**src/rtl/sxf_pkg.sv**
```systemverilog
`timescale 1ns / 1ps
// Shared types and constants for the sprite XOR frame buffer.
// Used by sxf_frame_mem, sxf_line_xor and sprite_xor_framebuffer_top.
package sxf_pkg;

    localparam int SCREEN_WIDTH  = 64;
    localparam int SCREEN_HEIGHT = 32;
    localparam int COL_W         = $clog2(SCREEN_WIDTH);
    localparam int LINE_W        = $clog2(SCREEN_HEIGHT);
    localparam int SPRITE_W      = 8;
    localparam int ROW_IDX_W     = 4;
    localparam int REQ_W         = 2;
    localparam int IN_DATA_W     = 40;
    localparam int OUT_DATA_W    = 72;

    typedef enum logic [REQ_W-1:0] {
        REQ_DRAW  = 2'd0,
        REQ_CLEAR = 2'd1,
        REQ_READ  = 2'd2,
        REQ_NONE  = 2'd3
    } t_req;

    typedef struct packed {
        logic                    rd_en;
        logic [LINE_W-1:0]       rd_addr;
        logic                    wr_en;
        logic [LINE_W-1:0]       wr_addr;
        logic [SCREEN_WIDTH-1:0] wr_data;
        logic                    clr;
    } t_mem_req;

endpackage

```
**src/rtl/sxf_frame_mem.sv**
```systemverilog
`timescale 1ns / 1ps
// Frame line memory, one synchronous read port and one write port.
// Per-line valid bits make unwritten or cleared lines read as zero. Uses sxf_pkg.
module sxf_frame_mem (
    input  logic                            i_clk,
    input  logic                            i_rst_n,
    input  sxf_pkg::t_mem_req               i_req,
    output logic [sxf_pkg::SCREEN_WIDTH-1:0] o_rd_data
);

    logic [sxf_pkg::SCREEN_WIDTH-1:0]  r_mem [sxf_pkg::SCREEN_HEIGHT];
    logic [sxf_pkg::SCREEN_HEIGHT-1:0] r_valid;
    logic [sxf_pkg::SCREEN_WIDTH-1:0]  r_rd_data;
    logic                              r_rd_vld;

    always_ff @(posedge i_clk) begin
        if (i_req.wr_en) begin
            r_mem[i_req.wr_addr] <= i_req.wr_data;
        end
        if (i_req.rd_en) begin
            r_rd_data <= r_mem[i_req.rd_addr];
            r_rd_vld  <= r_valid[i_req.rd_addr];
        end
    end

    always_ff @(posedge i_clk) begin
        if (!i_rst_n || i_req.clr) begin
            r_valid <= '0;
        end else if (i_req.wr_en) begin
            r_valid[i_req.wr_addr] <= 1'b1;
        end
    end

    assign o_rd_data = r_rd_vld ? r_rd_data : '0;

endmodule

```
**src/rtl/sxf_line_xor.sv**
```systemverilog
`timescale 1ns / 1ps
// Sprite row placement and XOR into one frame line, with collision detect.
// Columns past the right edge drop off the shifted mask. Uses sxf_pkg.
module sxf_line_xor (
    input  logic [sxf_pkg::COL_W-1:0]        i_col,
    input  logic [sxf_pkg::SPRITE_W-1:0]     i_bits,
    input  logic [sxf_pkg::SCREEN_WIDTH-1:0] i_line,
    output logic [sxf_pkg::SCREEN_WIDTH-1:0] o_line,
    output logic                             o_hit
);

    logic [sxf_pkg::SPRITE_W-1:0]     rev;
    logic [sxf_pkg::SCREEN_WIDTH-1:0] mask;

    always_comb begin
        for (int c = 0; c < sxf_pkg::SPRITE_W; c++) begin
            rev[c] = i_bits[sxf_pkg::SPRITE_W-1-c];
        end
        mask   = sxf_pkg::SCREEN_WIDTH'(rev) << i_col;
        o_hit  = |(i_line & mask);
        o_line = i_line ^ mask;
    end

endmodule

```
**src/rtl/sprite_xor_framebuffer_top.sv**
```systemverilog
`timescale 1ns / 1ps
// Top level of the sprite XOR frame buffer: control sequencer and output register.
// Depends on sxf_pkg, sxf_frame_mem and sxf_line_xor.
//
// Input channel (s_axis): tuser carries the request kind (draw row, clear, read line),
// tlast marks the last row of a draw, tdata carries origin, row index, sprite bits
// and read line. Output channel (m_axis): one item per input item, with the
// collision flag and a 64-bit line.
// Each draw item that falls on the screen does one read-modify-write of a single frame line: the line is read
// from the memory in the accept cycle, merged and written back in the next cycle,
// and the result sits in the output register in the cycle after that.
// Items do not overlap: the memory read is followed by the write-back, and a new
// item is taken only in the idle state, in the cycle the previous result leaves
// or while the output register is empty.
// Reset empties the frame at once through per-line valid bits and clears the
// accumulated collision flag; a clear item does the same to the frame.
// While the receiver stalls, the result holds and no new item is taken.
module sprite_xor_framebuffer_top (
    input  logic                                i_clk,
    input  logic                                i_rst_n,
    input  logic                                i_s_axis_tvalid,
    output logic                                o_s_axis_tready,
    // [7:0] origin_x, [15:8] origin_y, [19:16] row_index, [27:20] sprite_bits,
    // [32:28] read_line, [39:33] zero
    input  logic [sxf_pkg::IN_DATA_W-1:0]       i_s_axis_tdata,
    // [1:0] req_type
    input  logic [sxf_pkg::REQ_W-1:0]           i_s_axis_tuser,
    // last_row
    input  logic                                i_s_axis_tlast,
    output logic                                o_m_axis_tvalid,
    input  logic                                i_m_axis_tready,
    // [0] collision, [64:1] line_bits, [71:65] zero
    output logic [sxf_pkg::OUT_DATA_W-1:0]      o_m_axis_tdata
);

    typedef enum logic [1:0] {
        ST_IDLE = 2'b01,
        ST_RMW  = 2'b10
    } t_state;

    t_state                           r_state, n_state;
    sxf_pkg::t_req                    r_req;
    logic [sxf_pkg::COL_W-1:0]        r_col;
    logic [sxf_pkg::LINE_W-1:0]       r_line;
    logic                             r_clip;
    logic [sxf_pkg::SPRITE_W-1:0]     r_bits;
    logic                             r_last;
    logic                             r_acc, n_acc;
    logic                             r_out_valid, n_out_valid;
    logic                             r_out_coll, n_out_coll;
    logic [sxf_pkg::SCREEN_WIDTH-1:0] r_out_line, n_out_line;

    logic                             in_acc;
    logic [sxf_pkg::LINE_W:0]         tgt_y;
    sxf_pkg::t_mem_req                mem_req;
    logic [sxf_pkg::SCREEN_WIDTH-1:0] rd_data;
    logic [sxf_pkg::SCREEN_WIDTH-1:0] xor_line;
    logic                             hit;
    logic                             coll_now;

    assign o_s_axis_tready = (r_state == ST_IDLE) && (!r_out_valid || i_m_axis_tready);
    assign in_acc          = i_s_axis_tvalid && o_s_axis_tready;

    assign tgt_y = {1'b0, i_s_axis_tdata[12:8]}
                 + (sxf_pkg::LINE_W + 1)'(i_s_axis_tdata[19:16]);

    sxf_frame_mem u_mem (
        .i_clk     (i_clk),
        .i_rst_n   (i_rst_n),
        .i_req     (mem_req),
        .o_rd_data (rd_data)
    );

    sxf_line_xor u_xor (
        .i_col  (r_col),
        .i_bits (r_bits),
        .i_line (rd_data),
        .o_line (xor_line),
        .o_hit  (hit)
    );

    assign coll_now = r_acc | hit;

    always_comb begin
        mem_req         = '0;
        mem_req.rd_en   = in_acc;
        mem_req.rd_addr = (sxf_pkg::t_req'(i_s_axis_tuser) == sxf_pkg::REQ_READ)
                        ? i_s_axis_tdata[32:28] : tgt_y[sxf_pkg::LINE_W-1:0];
        mem_req.wr_addr = r_line;
        mem_req.wr_data = xor_line;
        n_state     = r_state;
        n_acc       = r_acc;
        n_out_valid = r_out_valid && !i_m_axis_tready;
        n_out_coll  = r_out_coll;
        n_out_line  = r_out_line;
        case (r_state)
            ST_IDLE: begin
                if (in_acc) begin
                    n_state = ST_RMW;
                end
            end
            ST_RMW: begin
                n_state     = ST_IDLE;
                n_out_valid = 1'b1;
                n_out_coll  = 1'b0;
                n_out_line  = '0;
                case (r_req)
                    sxf_pkg::REQ_DRAW: begin
                        if (r_clip) begin
                            n_out_coll = r_acc;
                        end else begin
                            mem_req.wr_en = 1'b1;
                            n_out_coll    = coll_now;
                            n_out_line    = xor_line;
                        end
                        n_acc = r_last ? 1'b0 : n_out_coll;
                    end
                    sxf_pkg::REQ_CLEAR: begin
                        mem_req.clr = 1'b1;
                    end
                    sxf_pkg::REQ_READ: begin
                        n_out_line = rd_data;
                    end
                    default: begin
                    end
                endcase
            end
            default: begin
                n_state = ST_IDLE;
            end
        endcase
    end

    always_ff @(posedge i_clk) begin
        if (!i_rst_n) begin
            r_state     <= ST_IDLE;
            r_acc       <= 1'b0;
            r_out_valid <= 1'b0;
        end else begin
            r_state     <= n_state;
            r_acc       <= n_acc;
            r_out_valid <= n_out_valid;
        end
    end

    always_ff @(posedge i_clk) begin
        r_out_coll <= n_out_coll;
        r_out_line <= n_out_line;
        if (in_acc) begin
            r_req  <= sxf_pkg::t_req'(i_s_axis_tuser);
            r_col  <= i_s_axis_tdata[sxf_pkg::COL_W-1:0];
            r_line <= tgt_y[sxf_pkg::LINE_W-1:0];
            r_clip <= tgt_y[sxf_pkg::LINE_W];
            r_bits <= i_s_axis_tdata[27:20];
            r_last <= i_s_axis_tlast;
        end
    end

    assign o_m_axis_tvalid = r_out_valid;
    assign o_m_axis_tdata  = {7'b0, r_out_line, r_out_coll};

endmodule
```
**config.mk**
```make
export PLATFORM = sky130hd
export DESIGN_NAME = sprite_xor_framebuffer_top
export DESIGN_NICKNAME = d
export VERILOG_FILES = /design/src/rtl/sxf_pkg.sv /design/src/rtl/sxf_frame_mem.sv /design/src/rtl/sxf_line_xor.sv /design/src/rtl/sprite_xor_framebuffer_top.sv
export SDC_FILE = /design/constraint.sdc
export NUM_CORES = 2
export LEC_CHECK = 0
export ABC_CLOCK_PERIOD_IN_PS = 4800
export BUFFER_PORTS_ARGS = -buffer_cell sky130_fd_sc_hd__buf_4
export CORE_MARGIN = 2
export CORE_UTILIZATION = 33
export DETAILED_ROUTE_END_ITERATION = 8
export HOLD_SLACK_MARGIN = 0.15
export SYNTH_ARGS = -nofsm -noshare
export SYNTH_HDL_FRONTEND = slang
export SYNTH_SLANG_ARGS = --single-unit
```
**constraint.sdc**
```tcl
create_clock -name i_clk -period 4.8 [get_ports i_clk]
set_input_delay 0.96 -clock i_clk [delete_from_list [all_inputs] [get_ports i_clk]]
set_output_delay 0.96 -clock i_clk [all_outputs]
set_load 0.01 [all_outputs]
```
==> impl_metrics.sql <==
INSERT INTO impl_metrics (metric_group, metric, value, unit) VALUES
('status', 'run_status', 'completed', ''),
('final_layout', 'area_growth', '14.8', '%'),
('global_route', 'grt-ovfl-total', '0', ''),
('logic_synthesis', 'synth_largest_type_area_fraction', '74.3', '%'),
('setup_path', 'crit_path_end', 'r_out_coll', ''),
('setup_path', 'end_kind', 'register', ''),
('global_route', 'antenna_found_initial', '9', ''),
('detailed_routing', 'drt_pre_antenna_iters', '6', ''),
('die', 'start_util', '33.2', '%'),
('clock_tree', 'cts_tree', 'built', ''),
('logic_synthesis', 'ys_ff_latch', '2237', ''),
('global_route', 'maximum_number_of_pins_on_one_net_before_global_route_repair', '109', ''),
('global_route', 'grt_util_all_layers', '19.9', '%'),
('sta', 'max_clk_rate', '231', 'MHz'),
('final_layout', 'final.fill_count', '24500', ''),
('logic_synthesis', 'synth_cell_type_count', '61', ''),
('setup_path', 'worst-r2r-setup-slack', '0.47', 'ns'),
('hold_path', 'hold_class', 'input pin to register', ''),
('logic_synthesis', 'seq_area_frac_synth', '75.1', '%'),
('sta', 'finalHoldWorstSlack', '0.249', 'ns'),
('detailed_routing', 'initialDrtViolationCount', '7248', ''),
('final_layout', 'design.final.nets', '6454', ''),
('logic_synthesis', 'synth_edf_count', '2201', ''),
('flow_run', 'cap_viol_max_count', '0', ''),
('logic_synthesis', 'mean_instance_size_in_the_synthesized_netlist', '14.3', 'µm²'),
('clock_tree', 'cts_root_buf', 'sky130_fd_sc_hd__clkbuf_16', ''),
('die', 'die_area', '274000', 'µm²'),
('detailed_routing', 'avgRoutedWirePerCell', '27.9', 'µm'),
('place', 'globalplace.congestion', '0.862', ''),
('setup_path', 'critPathRequiredTime', '5.38', 'ns'),
('logic_synthesis', 'post_synthesis_cell_area', '88900', 'µm²'),
('setup_path', 'worst_r2r_startpoint', 'r_col[1]', ''),
('setup_path', 'critical_path.reg2reg.endpoint', 'r_out_coll', ''),
('clock_tree', 'clk_pin_slew', '0.07', 'ns'),
('power_and_ir_drop', 'leakage', '33.3', 'nW'),
('clock_tree', 'post_cts_buffers', '0', ''),
('detailed_routing', 'remaining_drc_errors', '0', ''),
('final_layout', 'layout_cells_sized_above_1', '12.2', '%'),
('clock_tree', 'clock-sinks', '2237', ''),
('logic_synthesis', 'netlist_instances', '6217', ''),
('clock_tree', 'postCtsHoldBufs', '0', ''),
('setup_path', 'timing.critical_path.fanout_max', '14', ''),
('sta', 'layout_min_cycle_time', '4.33', 'ns'),
('logic_synthesis', 'ys_async_sr_fraction', '0', '%'),
('place', 'place.detailed.hpwl', '150', 'mm'),
('power_and_ir_drop', 'cellPowerDensity', '447', 'nW/µm²'),
('die', 'fp-row-count', '190', ''),
('sta', 'fin_tns_setup', '0', 'ns'),
('global_route', 'grt_pass1_vias', '54200', ''),
('setup_path', 'worstSetupStartpoint', 'r_col[1]', ''),
('clock_tree', 'insertion_delay', '0.90', 'ns'),
('logic_synthesis', 'number_of_warnings_issued_by_yosys', '0', ''),
('clock_tree', 'htree_levels', '4', ''),
('die', 'core', '268000', 'µm²'),
('detailed_routing', 'wl', '281', 'mm'),
('clock_tree', 'clock_path_buffers', '3', ''),
('setup_path', 'arrival', '4.91', 'ns'),
('sta', 'slew_violations', '0', ''),
('detailed_routing', 'detailroute.via_count', '57200', ''),
('global_route', 'grt_pass1_wl', '394', 'mm'),
('die', 'floorplan.io_pins', '121', ''),
('sta', 'clock_skew', '0.0759', 'ns'),
('die', 'die_x', '523', 'µm'),
('power_and_ir_drop', 'ir_drop', '0.377', 'mV'),
('sta', 'worst_pin_slew', '1.11', 'ns'),
('detailed_routing', 'drt-vias-per-instance', '5.68', ''),
('detailed_routing', 'antenna_violating_nets_left', '0', ''),
('clock_tree', 'cts_resized', '0', ''),
('logic_synthesis', 'netlist_top_cells_count', 'sky130_fd_sc_hd__edfxtp_1, sky130_fd_sc_hd__nand2_1, sky130_fd_sc_hd__a21oi_1, sky130_fd_sc_hd__a221oi_1, sky130_fd_sc_hd__buf_2', ''),
('sta', 'hold_viol_final', '0', ''),
('logic_synthesis', 'netlist.top_cell.by_area', 'sky130_fd_sc_hd__edfxtp_1', '');
-- power by group --
part	total (W)	switching [W]	internal (W)
Sequential	0.0227	0.000122	0.0226
Clock	0.0164	0.00745	0.00894
Combinational	0.00652	0.00464	0.00187
Total	0.0456	0.0122	0.0334
-- placed cells by master, fill, tap and decap left out, drive strengths merged, types with 27 or more instances in the layout --
cell type and count:
a21oi 1020, a221oi 494, a22oi 27, and2 69, buf 380, clkbuf 263
clkinv 100, dfxtp 36, edfxtp 2201, ha 68, mux2i 32, nand2 1070
nor2 171, nor3 242, nor3b 44, nor4 87, o21a 36
-- per-layer routing --
| metal | share of wire, % | track usage (%) | routed length, µm | up-vias |
|---|---|---|---|---|
| li1 | - | - | - | 24300 |
| met1 | 38 | 25.0 | 106000 | 29300 |
| met2 | 49 | 33.2 | 137000 | 2996 |
| met3 | 7.9 | 2.86 | 22300 | 620 |
| met4 | 5.8 | 10.7 | 16200 | 2 |
| met5 | 0.0032 | 0 | 9 | - |
-- registers in the layout, indices dropped and copies added (netlist names) --
register         count
u_mem.r_rd_vld       1
r_bits               8
r_req                2
r_acc                1
r_last               1
r_col                6
r_state              2
u_mem.r_rd_data     64
r_clip               1
r_out_coll           1
u_mem.r_mem       2048
r_line               5
u_mem.r_valid       32
r_out_line          64
o_m_axis_tvalid      1
-- cell families (layout without fill, tap and decap cells) --
family | count (synthesis) | after routing | share of synthesized area [%]
flip-flops | 2237 | 2237 | 75.1
AND/OR/NAND/NOR | 1749 | 1749 | 8.92
AO/OA/AOI/OAI | 1631 | 1631 | 11.6
buffers and inverters | 486 | 773 | 2.75
adder cells (fa/ha/maj) | 69 | 69 | 0.979
multiplexers | 42 | 42 | 0.585
XOR/XNOR | 2 | 2 | 0.0197
other | 1 | 14 | 0.00422
-- per-stage QoR --
stage          worst slack [ns]  power (W)  cell area, µm²  std cells  utilization [%]
2_1_floorplan            0.0969     0.0270           89000       6223                -
3_3_place_gp              0.444     0.0294           95300       9676             35.6
3_5_place_dp              0.416     0.0295           95300       9676             35.6
4_1_cts                   0.491     0.0457          102000      10100             38.1
5_1_grt                   0.263     0.0469          102000      10100             38.1
6_report                  0.469     0.0456          102000      10100             38.1
-- worst max-delay path: stages (launching register included) --
cell                       delay, ns
sky130_fd_sc_hd__edfxtp_1       0.67
sky130_fd_sc_hd__mux2_2         0.41
sky130_fd_sc_hd__o21ai_0        0.34
sky130_fd_sc_hd__o21ai_0        0.22
sky130_fd_sc_hd__nand2b_1       0.41
sky130_fd_sc_hd__nor2_1         0.20
sky130_fd_sc_hd__ha_1           0.24
sky130_fd_sc_hd__nor4_1         0.45
sky130_fd_sc_hd__buf_4          0.22
sky130_fd_sc_hd__nand4_1        0.10
sky130_fd_sc_hd__nor4_1         0.26
sky130_fd_sc_hd__buf_4          0.24
sky130_fd_sc_hd__o21bai_1       0.09
sky130_fd_sc_hd__nor3b_1        0.18
-- area by class of cell --
type / instances / area, µm² / area share [%]
multi-input cells: 3500 / 20000 / 19.6
well taps: 3552 / 4440 / 4.35
repair buffers: 380 / 4020 / 3.93
clock buffers: 263 / 5540 / 5.42
flip-flops and latches: 2237 / 66800 / 65.4
clock inverters: 123 / 1200 / 1.18
diodes: 7 / 17.5 / 0.0172
inverters: 7 / 27.5 / 0.0270
-- worst min-delay path by stage --
| stage | end | slack, ns | cells past startpoint |
|---|---|---|---|
| after floorplan | u_mem.r_valid[0] | 0.44 | 1 |
| after CTS | r_col[0] | 0.19 | 1 |
| after global routing | r_col[0] | 0.22 | 1 |
| after global placement | u_mem.r_valid[29] | 0.45 | 1 |
| final | r_col[0] | 0.25 | 1 |
| after detailed placement | u_mem.r_valid[28] | 0.45 | 1 |
Note: power is estimated with default switching activity, not from simulation.
